<file path="src/hdl/udiv64_pkg.sv">
package udiv64_pkg;

   localparam int FIELD_W        = 64;
   localparam int DATA_BYTES_DEF = 8;
   localparam int STATUS_W       = 2;

   localparam logic [STATUS_W-1:0] STAT_LESS    = 2'd0;
   localparam logic [STATUS_W-1:0] STAT_EQUAL   = 2'd1;
   localparam logic [STATUS_W-1:0] STAT_GREATER = 2'd2;
   localparam logic [STATUS_W-1:0] STAT_DIVZERO = 2'd3;

   typedef struct packed {
      logic [FIELD_W-1:0] dividend;
      logic [FIELD_W-1:0] divisor;
   } req_type;

   typedef struct packed {
      logic [FIELD_W-1:0]  quotient;
      logic [FIELD_W-1:0]  remainder;
      logic [STATUS_W-1:0] status;
   } rsp_type;

   typedef enum logic [1:0] {
      S_IDLE,
      S_CMP,
      S_RUN,
      S_FIN
   } state_type;

   typedef struct packed {
      logic busy;
      logic done;
   } core_stat_type;

endpackage

</file>
<file path="src/hdl/udiv64_core.sv">
module udiv64_core #(
   parameter int OP_W = 64
) (
   input  logic                       clock,
   input  logic                       reset,
   input  logic                       start,
   input  logic [OP_W-1:0]            dividend,
   input  logic [OP_W-1:0]            divisor,
   output logic [OP_W-1:0]            quotient,
   output logic [OP_W-1:0]            remainder,
   output udiv64_pkg::core_stat_type  stat
);

   localparam int CNT_W = $clog2(OP_W + 1);

   logic [OP_W-1:0]  rem_ff, rem_in;
   logic [OP_W-1:0]  quo_ff, quo_in;
   logic [OP_W-1:0]  dvs_ff, dvs_in;
   logic [CNT_W-1:0] cnt_ff, cnt_in;
   logic             busy_ff, busy_in;
   logic             done_ff, done_in;

   logic [OP_W:0]    shifted;
   logic [OP_W:0]    diff;

   // one restoring step: shift in the next dividend bit, trial subtract
   assign shifted = {rem_ff, quo_ff[OP_W-1]};
   assign diff    = shifted - {1'b0, dvs_ff};

   always_comb begin
      rem_in  = rem_ff;
      quo_in  = quo_ff;
      dvs_in  = dvs_ff;
      cnt_in  = cnt_ff;
      busy_in = busy_ff;
      done_in = 1'b0;
      if (start) begin
         rem_in  = '0;
         quo_in  = dividend;
         dvs_in  = divisor;
         cnt_in  = CNT_W'(OP_W);
         busy_in = 1'b1;
      end else if (busy_ff) begin
         if (!diff[OP_W]) begin
            rem_in = diff[OP_W-1:0];
         end else begin
            rem_in = shifted[OP_W-1:0];
         end
         quo_in = {quo_ff[OP_W-2:0], ~diff[OP_W]};
         cnt_in = cnt_ff - 1'b1;
         if (cnt_ff == CNT_W'(1)) begin
            busy_in = 1'b0;
            done_in = 1'b1;
         end
      end
   end

   always_ff @(posedge clock) begin
      rem_ff <= rem_in;
      quo_ff <= quo_in;
      dvs_ff <= dvs_in;
      cnt_ff <= cnt_in;
      if (reset) begin
         busy_ff <= 1'b0;
         done_ff <= 1'b0;
      end else begin
         busy_ff <= busy_in;
         done_ff <= done_in;
      end
   end

   assign quotient  = quo_ff;
   assign remainder = rem_ff;
   assign stat.busy = busy_ff;
   assign stat.done = done_ff;

endmodule

</file>
<file path="src/hdl/unsigned_divider_64.sv">
// Unsigned restoring divider. Operands are DATA_BYTES*8 bits wide (64 at most); input bits
// above that width are ignored and results are zero-extended to 64 bits. A request is
// taken only while req_ready is high, i.e. while no division is in progress. State S_CMP
// compares the operands; less, equal and nonzero-over-zero go from there to S_FIN, where
// the result is loaded into the output register. Otherwise a single shared subtractor in
// the core yields one quotient bit per cycle in S_RUN, then S_FIN loads the result. The
// next request can be taken from the cycle after the load, so no new request is taken
// before the last one is through; a result still waiting in the output register holds
// the following one back until it is transferred. Status: 0 dividend less, 1 equal,
// 2 dividend greater, 3 divide by zero (quotient 0, remainder = dividend).
module unsigned_divider_64 #(
   parameter int DATA_BYTES = udiv64_pkg::DATA_BYTES_DEF
) (
   input  logic                clock,
   input  logic                reset,
   input  logic                req_valid,
   output logic                req_ready,
   input  udiv64_pkg::req_type req_data,
   output logic                rsp_valid,
   input  logic                rsp_ready,
   output udiv64_pkg::rsp_type rsp_data
);

   localparam int OP_W = (DATA_BYTES * 8 > udiv64_pkg::FIELD_W) ?
                         udiv64_pkg::FIELD_W : DATA_BYTES * 8;

   udiv64_pkg::state_type     state_ff, state_in;
   logic [OP_W-1:0]           n_ff, n_in;
   logic [OP_W-1:0]           d_ff, d_in;
   logic [udiv64_pkg::STATUS_W-1:0] status_ff, status_in;
   logic                      rsp_valid_ff, rsp_valid_in;
   udiv64_pkg::rsp_type       rsp_ff, rsp_in;

   logic                      take_req;
   logic                      core_start;
   logic                      rsp_load;
   logic [udiv64_pkg::STATUS_W-1:0] cmp_status;
   logic [OP_W-1:0]           core_quo;
   logic [OP_W-1:0]           core_rem;
   udiv64_pkg::core_stat_type core_stat;

   udiv64_core #(
      .OP_W (OP_W)
   ) u_core (
      .clock     (clock),
      .reset     (reset),
      .start     (core_start),
      .dividend  (n_ff),
      .divisor   (d_ff),
      .quotient  (core_quo),
      .remainder (core_rem),
      .stat      (core_stat)
   );

   always_comb begin
      if (n_ff < d_ff) begin
         cmp_status = udiv64_pkg::STAT_LESS;
      end else if (n_ff == d_ff) begin
         cmp_status = udiv64_pkg::STAT_EQUAL;
      end else if (d_ff == '0) begin
         cmp_status = udiv64_pkg::STAT_DIVZERO;
      end else begin
         cmp_status = udiv64_pkg::STAT_GREATER;
      end
   end

   always_comb begin
      state_in = state_ff;
      case (state_ff)
         udiv64_pkg::S_IDLE: begin
            if (req_valid) begin
               state_in = udiv64_pkg::S_CMP;
            end
         end
         udiv64_pkg::S_CMP: begin
            if (cmp_status == udiv64_pkg::STAT_GREATER) begin
               state_in = udiv64_pkg::S_RUN;
            end else begin
               state_in = udiv64_pkg::S_FIN;
            end
         end
         udiv64_pkg::S_RUN: begin
            if (core_stat.done) begin
               state_in = udiv64_pkg::S_FIN;
            end
         end
         udiv64_pkg::S_FIN: begin
            if (!rsp_valid_ff || rsp_ready) begin
               state_in = udiv64_pkg::S_IDLE;
            end
         end
         default: state_in = udiv64_pkg::S_IDLE;
      endcase
   end

   always_comb begin
      req_ready  = (state_ff == udiv64_pkg::S_IDLE);
      core_start = (state_ff == udiv64_pkg::S_CMP) &&
                   (cmp_status == udiv64_pkg::STAT_GREATER);
      rsp_load   = (state_ff == udiv64_pkg::S_FIN) && (!rsp_valid_ff || rsp_ready);
   end

   assign take_req = req_valid && req_ready;

   always_comb begin
      n_in      = take_req ? req_data.dividend[OP_W-1:0] : n_ff;
      d_in      = take_req ? req_data.divisor[OP_W-1:0] : d_ff;
      status_in = (state_ff == udiv64_pkg::S_CMP) ? cmp_status : status_ff;

      rsp_in.status = status_ff;
      case (status_ff)
         udiv64_pkg::STAT_GREATER: begin
            rsp_in.quotient  = udiv64_pkg::FIELD_W'(core_quo);
            rsp_in.remainder = udiv64_pkg::FIELD_W'(core_rem);
         end
         udiv64_pkg::STAT_EQUAL: begin
            rsp_in.quotient  = udiv64_pkg::FIELD_W'(1);
            rsp_in.remainder = '0;
         end
         default: begin
            rsp_in.quotient  = '0;
            rsp_in.remainder = udiv64_pkg::FIELD_W'(n_ff);
         end
      endcase

      if (rsp_load) begin
         rsp_valid_in = 1'b1;
      end else if (rsp_ready) begin
         rsp_valid_in = 1'b0;
      end else begin
         rsp_valid_in = rsp_valid_ff;
      end
   end

   always_ff @(posedge clock) begin
      n_ff      <= n_in;
      d_ff      <= d_in;
      status_ff <= status_in;
      if (rsp_load) begin
         rsp_ff <= rsp_in;
      end
      if (reset) begin
         state_ff     <= udiv64_pkg::S_IDLE;
         rsp_valid_ff <= 1'b0;
      end else begin
         state_ff     <= state_in;
         rsp_valid_ff <= rsp_valid_in;
      end
   end

   assign rsp_valid = rsp_valid_ff;
   assign rsp_data  = rsp_ff;

endmodule

</file>
<file path="config.mk">
export PLATFORM = sky130hd
export DESIGN_NAME = unsigned_divider_64
export DESIGN_NICKNAME = d
export VERILOG_FILES = /design/src/hdl/udiv64_pkg.sv /design/src/hdl/udiv64_core.sv /design/src/hdl/unsigned_divider_64.sv
export SDC_FILE = /design/constraint.sdc
export NUM_CORES = 1
export LEC_CHECK = 0
export BUFFER_PORTS_ARGS = -buffer_cell sky130_fd_sc_hd__buf_4
export CORE_MARGIN = 5
export CORE_UTILIZATION = 59
export DETAILED_ROUTE_END_ITERATION = 7
export MAX_ROUTING_LAYER = met4
export PLACE_DENSITY = 0.8
export SLEW_MARGIN = 40
export SYNTH_ARGS = -nofsm -noshare
export SYNTH_HDL_FRONTEND = slang
export SYNTH_HIERARCHICAL = 1
export SYNTH_SLANG_ARGS = --single-unit
</file>
<file path="constraint.sdc">
create_clock -name clock -period 10.4 [get_ports clock]
set_input_delay 2.08 -clock clock [delete_from_list [all_inputs] [get_ports clock]]
set_output_delay 2.08 -clock clock [all_outputs]
set_load 0.02 [all_outputs]
</file>
==> results.toml, run 1 <==
[cts]
numCtsBuffers = 46
ctsHoldBuffers = 0
cts_tree = "built"
clk_pin_slew_ps = 60
numClockSinks = 464
clockBufferDepth = 3
cts_resized = 0
htree_num_levels = 2
postCtsSetupBuffers = 0
clk_latency_ps = 580
root_buffer = "clkbuf_16"

[setup_path]
critPathKind = "flop to flop"
cp.buffers_inverters = 4
cp_num_cells = 11
r2r_slack_ps = 5780
r2r_cells = 11
crit_path_max_incr_delay_ps = 670
worstSetupStartpointType = "flop"
cp.arrival_ps = 4840
crit_family = "buffers and inverters"
cp.required_ps = 10620
crit_chain = "inv_1 -> ha_1 -> nand4_1 -> or4_1 -> a31o_1 -> a31o_1 -> a21oi_4 -> buf_4 -> nor2_1 -> clkinv_2 -> buf_4"
crit_fanout = 55
r2r_end = "u_core/quotient[15]$_DFFE_PP_"
critPathSlowestCell = "or4_1"
timing.rr.start = "d_ff[22]$_DFFE_PP_"
endpoint_kind = "flop"

[power_and_ir_drop]
p_seq_share_pct = 38.4
sw_frac_of_total_pct = 38.3
power_density_nw_per_um2 = 302
p_comb_share_pct = 40.6
max-vdd-ir-drop_mv = 0.232
p_switching_w = 0.00309
power_leakage_nw = 10.8
pwr-share-clk_pct = 21.1
p_int_w = 0.00498

[synth]
syn_inst = 1920
synth_warnings = 6
syn_nets = 2189
synth_area_um2 = 22700
avgSynthCellArea_um2 = 11.8

[route]
drt_iter0_drc = 1658
wl_per_cell_um = 22.5
postRouteAntennaNets = 0
finalWirelength_um = 60800
via_per_inst = 6.00
drcViolationCount = 0
vias = 16233
dr.pass1.iters = 5

[sta]
slew_violations = 0
hold_violations = 0
relSlewSlack_pct = 32.4
finalSetupViolations = 0
rsz0062_at_grt = "no"
max_freq_ghz = 0.216
layout_min_cycle_time_ps = 4620
clock_skew_ps = 30.5
fin_crit_sh_pct = 44.4
tightest_slew_ps = 1000
setup_tns_ps = 0

[worst_hold_path]
hold_path.class = "flop to flop"
worstHoldEndpoint = "u_core/dvs_ff[57]$_DFFE_PP_"
hold_path_depth = 0
worstHoldStart = "d_ff[57]$_DFFE_PP_"

[placed_design]
dpl.cell_count = 2620
gp_congestion = 0.953
hpwl_um = 42700
port-buffer-count = 263

[outcome]
outcome = "finished, final reports clean"

[floorplan]
die-height_um = 206
die-area_um2 = 42500
initial_core_util_pct = 60.1
row_count = 71
io_pins = 264
core-area_um2 = 37800
die_x_um = 206

[layout]
drive_above_1_share_pct = 20.1
layout_common_cells = "edfxtp_1 (388), buf_4 (274), inv_1 (157)"
layout_commonest_cell = "edfxtp_1"
diodes = 0
fin_util_pct = 70.6
nFillCells = 2710
stdcell_count = 2705
final_net_count = 2426
syn2layout_area_growth_pct = 17.5

[grt]
grt.overflow.total = 0
antenna_found_initial = 1
grt_pass1_vias = 16340
grt_use_total_pct = 29.1
grt_max_degree = 95
grt_pass1_wl_um = 93300

[flow_run]
cap_viol_max_count = 0
==> metrics by stage <==
stage	hold slack [ps]	power [W]	area (um^2)	setup WS (ps)
finish	478	0.00807	26700	5780
global route	487	0.00854	26700	5560
CTS	479	0.00805	26700	5510
detailed placement	464	0.00632	25200	5540
global placement	462	0.00624	25100	5720
floorplan	450	0.00537	22700	1870
==> how the worst max path moves through the flow <==
stage                     slack [ps]                       endpoint          startpoint
final                           5780  u_core/quotient[15]$_DFFE_PP_  d_ff[22]$_DFFE_PP_
after global routing            5560  u_core/quotient[14]$_DFFE_PP_  d_ff[28]$_DFFE_PP_
after CTS                       5510  u_core/quotient[15]$_DFFE_PP_  d_ff[51]$_DFFE_PP_
after detailed placement        5540  u_core/quotient[17]$_DFFE_PP_  n_ff[49]$_DFFE_PP_
after global placement          5720  u_core/quotient[17]$_DFFE_PP_  d_ff[22]$_DFFE_PP_
after floorplan                 1870          rsp_data[0]$_DFFE_PP_           rsp_ready
==> layer usage <==
metal,track usage (%),part of all wire [%],up-vias
li1,-,-,7570
met1,41.6,45,7906
met2,44.8,46,675
met3,3.42,6.6,82
met4,8.17,2.2,0
met5,-,0,-
==> registers in the layout (all words and copies together), names as in the netlist <==
register	count
d_ff	64
n_ff	64
rsp_data	130
rsp_valid	1
state_ff	2
status_ff	2
u_core/busy_ff	1
u_core/cnt_ff	7
u_core/done_ff	1
u_core/dvs_ff	64
u_core/quotient	64
u_core/remainder	64
==> worst reg2reg max path: cells and delay by family (launching register included) <==
family / cells / cell delay (ps)
AOI/OAI and AO/OA: 3 / 700
adders and majority gates: 1 / 290
buffers and inverters: 4 / 1750
DFF: 1 / 550
and+or+nand+nor: 3 / 930
==> power groups by stage <==
stage | clock network [W] | logic [W] | registers, W
finish | 0.00170 | 0.00327 | 0.00310
global route | 0.00181 | 0.00359 | 0.00315
CTS | 0.00172 | 0.00324 | 0.00309
detailed placement | 0 | 0.00320 | 0.00312
global placement | 0 | 0.00313 | 0.00311
floorplan | 0 | 0.00229 | 0.00308
==> cell type report <==
class | instances | area [um^2] | share of cell area [%]
Inverter | 159 | 598 | 2.24
Clock buffer | 62 | 1280 | 4.80
Tap cell | 511 | 639 | 2.39
Multi-Input combinational cell | 1207 | 8640 | 32.3
Timing Repair Buffer | 279 | 2120 | 7.94
Sequential cell | 464 | 13200 | 49.3
Clock inverter | 23 | 259 | 0.970
No activity file was read; power rests on OpenSTA's default activity.
==> inputs of run 2 (changes only) <==
--- a/config.mk
+++ b/config.mk
@@ -7,10 +7,10 @@
 export LEC_CHECK = 0
 export BUFFER_PORTS_ARGS = -buffer_cell sky130_fd_sc_hd__buf_4
 export CORE_MARGIN = 5
-export CORE_UTILIZATION = 59
+export CORE_UTILIZATION = 53
 export DETAILED_ROUTE_END_ITERATION = 7
 export MAX_ROUTING_LAYER = met4
-export PLACE_DENSITY = 0.8
+export PLACE_DENSITY = 0.76
 export SLEW_MARGIN = 40
 export SYNTH_ARGS = -nofsm -noshare
 export SYNTH_HDL_FRONTEND = slang
==> constraint.sdc (replaced) <==
create_clock -name clock -period 3.7 [get_ports clock]
set_input_delay 0.74 -clock clock [delete_from_list [all_inputs] [get_ports clock]]
set_output_delay 0.74 -clock clock [all_outputs]
set_load 0.02 [all_outputs]
==> run 2 against run 1 <==
  * Utilization decreased by 5.3 points
  * Setup slack lost 5700 ps
  * Global-route usage is 2.6 points lower
  * Sequential share of layout area is 1.5 points lower
  * Critical path type unchanged
  * Largest cell class unchanged
  * Highest routed layer unchanged
==> results.toml, run 2 (same netlist as run 1, synthesis figures left out) <==
[setup_path]
cp.required_ps = 4130
endpoint_kind = "flop"
critPathMostFrequentCell = "clkbuf_16"
crit_fanout = 11
cp.buffers_inverters = 3
worstSetupStartpointType = "flop"
crit_chain = "inv_1 -> ha_2 -> fa_2 -> nor2b_4 -> o31a_1 -> o21ai_2 -> o311ai_4 -> a2111oi_4 -> or3_4 -> a211o_1 -> o211ai_4 -> clkbuf_16 -> clkbuf_16 -> nor2_1 -> a21oi_1 -> a211oi_1"
critPathSlowestCell = "fa_2"
critPathKind = "flop to flop"
crit_family = "compound AO/OA/AOI/OAI gates"
cp.arrival_ps = 4050
crit_path_max_incr_delay_ps = 390

[cts]
ctsHoldBuffers = 0
clockBufferDepth = 3
clk_pin_slew_ps = 60
root_buffer = "clkbuf_16"
numClockSinks = 464
cts_tree = "built"
htree_num_levels = 2
clk_latency_ps = 590
numCtsBuffers = 48

[layout]
syn2layout_area_growth_pct = 21.3
fin_util_pct = 65.3
drive_above_1_share_pct = 22.7
diodes = 0
final_net_count = 2482
layout_commonest_cell = "edfxtp_1"
largest_reg_flops = 130
layout_common_cells = "edfxtp_1 (388), buf_4 (310), inv_1 (157)"

[sta]
hold_violations = 0
clock_skew_ps = 16.1
layout_min_cycle_time_ps = 3630
finalSetupViolations = 0
fin_crit_sh_pct = 98.1
max_freq_ghz = 0.276
holdWs_ps = 330
slew_violations = 0
rsz0062_at_grt = "yes"
tightest_slew_ps = 760
relSlewSlack_pct = 49.4

[power_and_ir_drop]
power_w = 0.0236
max-vdd-ir-drop_mv = 0.437
p_comb_share_pct = 42.2
power_density_nw_per_um2 = 856
p_seq_share_pct = 36.8
p_int_w = 0.0146
power_leakage_nw = 11.2
pwr-share-clk_pct = 20.9
sw_frac_of_total_pct = 38.1
p_switching_w = 0.00900

[flow_run]
cap_viol_max_count = 0

[floorplan]
die_x_um = 217
row_count = 75
die-height_um = 217
core-area_um2 = 42200
die-area_um2 = 47100
initial_core_util_pct = 53.8
io_pins = 264

[route]
vias = 16631
drcViolationCount = 0
dr.pass1.iters = 5
drt_iter0_drc = 1433
wl_per_cell_um = 22.8
postRouteAntennaNets = 0
finalWirelength_um = 63500
via_per_inst = 5.96

[placed_design]
gp_congestion = 0.989
port-buffer-count = 263
hpwl_um = 44600

[grt]
grt_pass1_vias = 16454
antenna_found_initial = 2
grt_use_total_pct = 26.5
grt.overflow.total = 0
grt_pass1_wl_um = 95500
grt_max_degree = 96

[outcome]
outcome = "finished, final reports clean"

[worst_hold_path]
hold_path.class = "input port to flop"
## run 2: path summary, 6_finish.rpt
check / slack (ps) / depth (start not counted) / start / end
worst max-delay path: 70 / 16 / u_core/quotient[63]$_DFFE_PP_ / u_core/remainder[10]$_SDFFE_PP0P_
worst min-delay path: 330 / 1 / req_data[75] / n_ff[11]$_DFFE_PP_
worst max register to register: 70 / 16 / u_core/quotient[63]$_DFFE_PP_ / u_core/remainder[10]$_SDFFE_PP0P_
worst min register to register: 490 / 0 / d_ff[14]$_DFFE_PP_ / u_core/dvs_ff[14]$_DFFE_PP_
## run 2: cell type report
class	count	area [um^2]
inverter	159	601
fill	3149	14700
clock buffer	60	1290
tap	539	674
clock inverter	28	307
timing repair buffer	333	2790
multi-input combinational	1207	8740
sequential	464	13200
## run 2: power groups by stage
stage | Sequential (W) | Clock [W] | Combinational [W]
after detailed placement | 0.00874 | 0 | 0.00944
after global placement | 0.00872 | 0 | 0.00925
final | 0.00869 | 0.00494 | 0.00996
after floorplan | 0.00856 | 0 | 0.00649
after CTS | 0.00867 | 0.00504 | 0.00952
after global routing | 0.00882 | 0.00527 | 0.0108
## run 2: timing repair
item / CTS / global route
resized for setup: 2 / 26
setup buffers: 0 / 1
pin swaps: 0 / 22
cloned: 0 / 8
endpoints found under the setup margin: 3 / 58
## run 2: metrics by stage
stage | std cells | setup slack (ps) | setup TNS (ps) | area [um^2]
global placement | 2693 | 98.0 | 0 | 25700
floorplan | 1920 | -861 | -118840 | 22800
CTS | 2781 | 14.1 | 0 | 27300
detailed placement | 2693 | -11.3 | -12.3 | 25700
finish | 2790 | 71.2 | 0 | 27600
global route | 2790 | -60.0 | -1830 | 27600
## run 2: layer usage
layer | up-vias | track usage, % | part of all wire [%]
met5 | - | - | 0
met4 | 0 | 7.16 | 2.7
met3 | 112 | 4.04 | 7.1
met2 | 718 | 39.7 | 45
met1 | 8117 | 38.1 | 45
li1 | 7684 | - | -
==> inputs of run 3 (changes only) <==
--- a/config.mk
+++ b/config.mk
@@ -6,7 +6,7 @@
 export NUM_CORES = 1
 export LEC_CHECK = 0
 export BUFFER_PORTS_ARGS = -buffer_cell sky130_fd_sc_hd__buf_4
-export CORE_MARGIN = 5
+export CORE_MARGIN = 1.5
 export CORE_UTILIZATION = 53
 export DETAILED_ROUTE_END_ITERATION = 7
 export MAX_ROUTING_LAYER = met4
==> run 3 against run 2 <==
  * Die area decreased by 6.3%
  * Via count is 1.4% lower
  * Clock power is essentially flat
  * Clock-buffer cell count grew 6
  * Critical path depth is 7 lower
  * Combinational power down 1%
  * Clock skew decreased by 0.63 ps
  * Global-route usage increased by 1.7 points
  * Fmax up 0.44%
  * Final area is 0.18% lower
  * Critical path type unchanged
  * Largest cell class unchanged
  * Highest routed layer unchanged
==> results.toml, run 3 (same netlist as run 1, synthesis figures left out) <==
[route]
vias = 16395
drcViolationCount = 0
drt_iter0_drc = 1390
finalWirelength_um = 61700
wl_per_cell_um = 22.1
postRouteAntennaNets = 0
via_per_inst = 5.87
dr.pass1.iters = 6

[layout]
final_net_count = 2484
drive_above_1_share_pct = 22.3
nFillCells = 3194
regArea_um2 = 13200
layout_commonest_cell = "edfxtp_1"
stdcell_count = 2795
layout_common_cells = "edfxtp_1 (388), buf_4 (313), inv_1 (157)"
multi_input_area_um2 = 8700
syn2layout_area_growth_pct = 21.1
largest_reg_flops = 130

[setup_path]
r2r_cells = 9
critPathSlowestCell = "or4_1"
cp.arrival_ps = 3940
crit_fanout = 33
endpoint_kind = "flop"
critPathMostFrequentCell = "a31o_1"
timing.rr.start = "d_ff[23]$_DFFE_PP_"
cp.required_ps = 4020
r2r_end = "u_core/quotient[37]$_DFFE_PP_"
r2r_slack_ps = 90
crit_chain = "inv_1 -> ha_4 -> nand4_1 -> or4_1 -> a31o_1 -> a31o_1 -> a21oi_4 -> buf_12 -> mux2_2"
worstSetupStartpointType = "flop"
critPathKind = "flop to flop"
crit_path_max_incr_delay_ps = 710

[sta]
clock_skew_ps = 15.5
setup_tns_ps = 0
finalSetupViolations = 0
hold_violations = 0
rsz0062_at_grt = "no"
max_freq_ghz = 0.277
relSlewSlack_pct = 43.7
fin_crit_sh_pct = 97.6
tightest_slew_ps = 845
slew_violations = 0
layout_min_cycle_time_ps = 3610

[floorplan]
io_pins = 264
row_count = 75
initial_core_util_pct = 53.9
die-height_um = 210
die_x_um = 210
core-area_um2 = 42100
die-area_um2 = 44100

[power_and_ir_drop]
power_leakage_nw = 11.2
power_w = 0.0234
max-vdd-ir-drop_mv = 0.701
power_density_nw_per_um2 = 852

[placed_design]
gp_congestion = 0.963
dpl.cell_count = 2693
port-buffer-count = 263
hpwl_um = 43800

[cts]
clockBufferDepth = 3
htree_num_levels = 2
clk_pin_slew_ps = 60
root_buffer = "clkbuf_16"
numCtsBuffers = 50
ctsHoldBuffers = 0
cts_tree = "built"
numClockSinks = 464
clk_latency_ps = 580

[grt]
grt_max_degree = 96
grt.overflow.total = 0
grt_pass1_vias = 16400
grt_pass1_wl_um = 92600
antenna_found_initial = 3
grt_use_total_pct = 28.2

[worst_hold_path]
hold_path_depth = 1
worstHoldEndpoint = "d_ff[55]$_DFFE_PP_"
worstHoldStart = "req_data[55]"
hold_path.class = "input port to flop"

[outcome]
outcome = "finished, final reports clean"

[flow_run]
cap_viol_max_count = 0
[run 3: final cells by class]
cell class                 count  share of cell area [%]
tap                          539                    2.45
antenna                        1                 0.00909
inverter                     159                    2.18
clock buffer                  66                    4.95
clock inverter                26                   0.896
multi-input combinational   1207                    31.6
timing repair buffer         333                    10.0
sequential                   464                    47.9
[run 3: repair_timing]
action                                  4_1_cts  5_1_grt
pin swaps                                     0        8
setup buffers                                 0        4
gates resized for setup                       1       10
cloned                                        0        4
endpoints found under the setup margin        2       59
[run 3: through the flow]
stage          utilization, %  hold WS [ps]  setup slack, ps  instance area (um^2)
3_5_place_dp             61.0           470            -2.91                 25700
6_report                 65.3           328             87.1                 27500
4_1_cts                  64.8           296            -17.5                 27300
2_1_floorplan               -           450             -861                 22800
3_3_place_gp             61.0           468              148                 25700
5_1_grt                  65.3           301             14.2                 27500
[run 3: how the worst max path moves through the flow]
stage,start,depth (start not counted),endpoint
final,d_ff[23]$_DFFE_PP_,9,u_core/quotient[37]$_DFFE_PP_
after global routing,u_core/quotient[63]$_DFFE_PP_,16,u_core/remainder[14]$_SDFFE_PP0P_
after CTS,u_core/quotient[63]$_DFFE_PP_,14,u_core/remainder[14]$_SDFFE_PP0P_
after detailed placement,u_core/quotient[63]$_DFFE_PP_,15,u_core/remainder[14]$_SDFFE_PP0P_
after global placement,u_core/quotient[63]$_DFFE_PP_,15,u_core/remainder[32]$_SDFFE_PP0P_
after floorplan,n_ff[23]$_DFFE_PP_,10,u_core/quotient[0]$_DFFE_PP_
[run 3: routing by layer]
| metal | routed length (um) | global-route usage [%] | vias to the layer above |
|---|---|---|---|
| li1 | - | - | 7678 |
| met1 | 28300 | 39.8 | 7978 |
| met2 | 27900 | 42.3 | 652 |
| met3 | 3850 | 3.98 | 87 |
| met4 | 1590 | 8.83 | 0 |
| met5 | 0 | - | - |
[run 3: critical path, delay by kind of cell (launching register included)]
family	cells	cell delay (ps)
mux	1	370
flops	1	470
compound gates	3	940
fa+ha+maj	1	280
simple gates	2	870
buf+inv	2	400
[run 3: report_power, final]
part | switching [W] | internal [W] | leakage, nW
Combinational | 0.00579 | 0.00403 | 6.14
Clock | 0.00205 | 0.00288 | 0.784
Sequential | 0.00106 | 0.00762 | 4.24
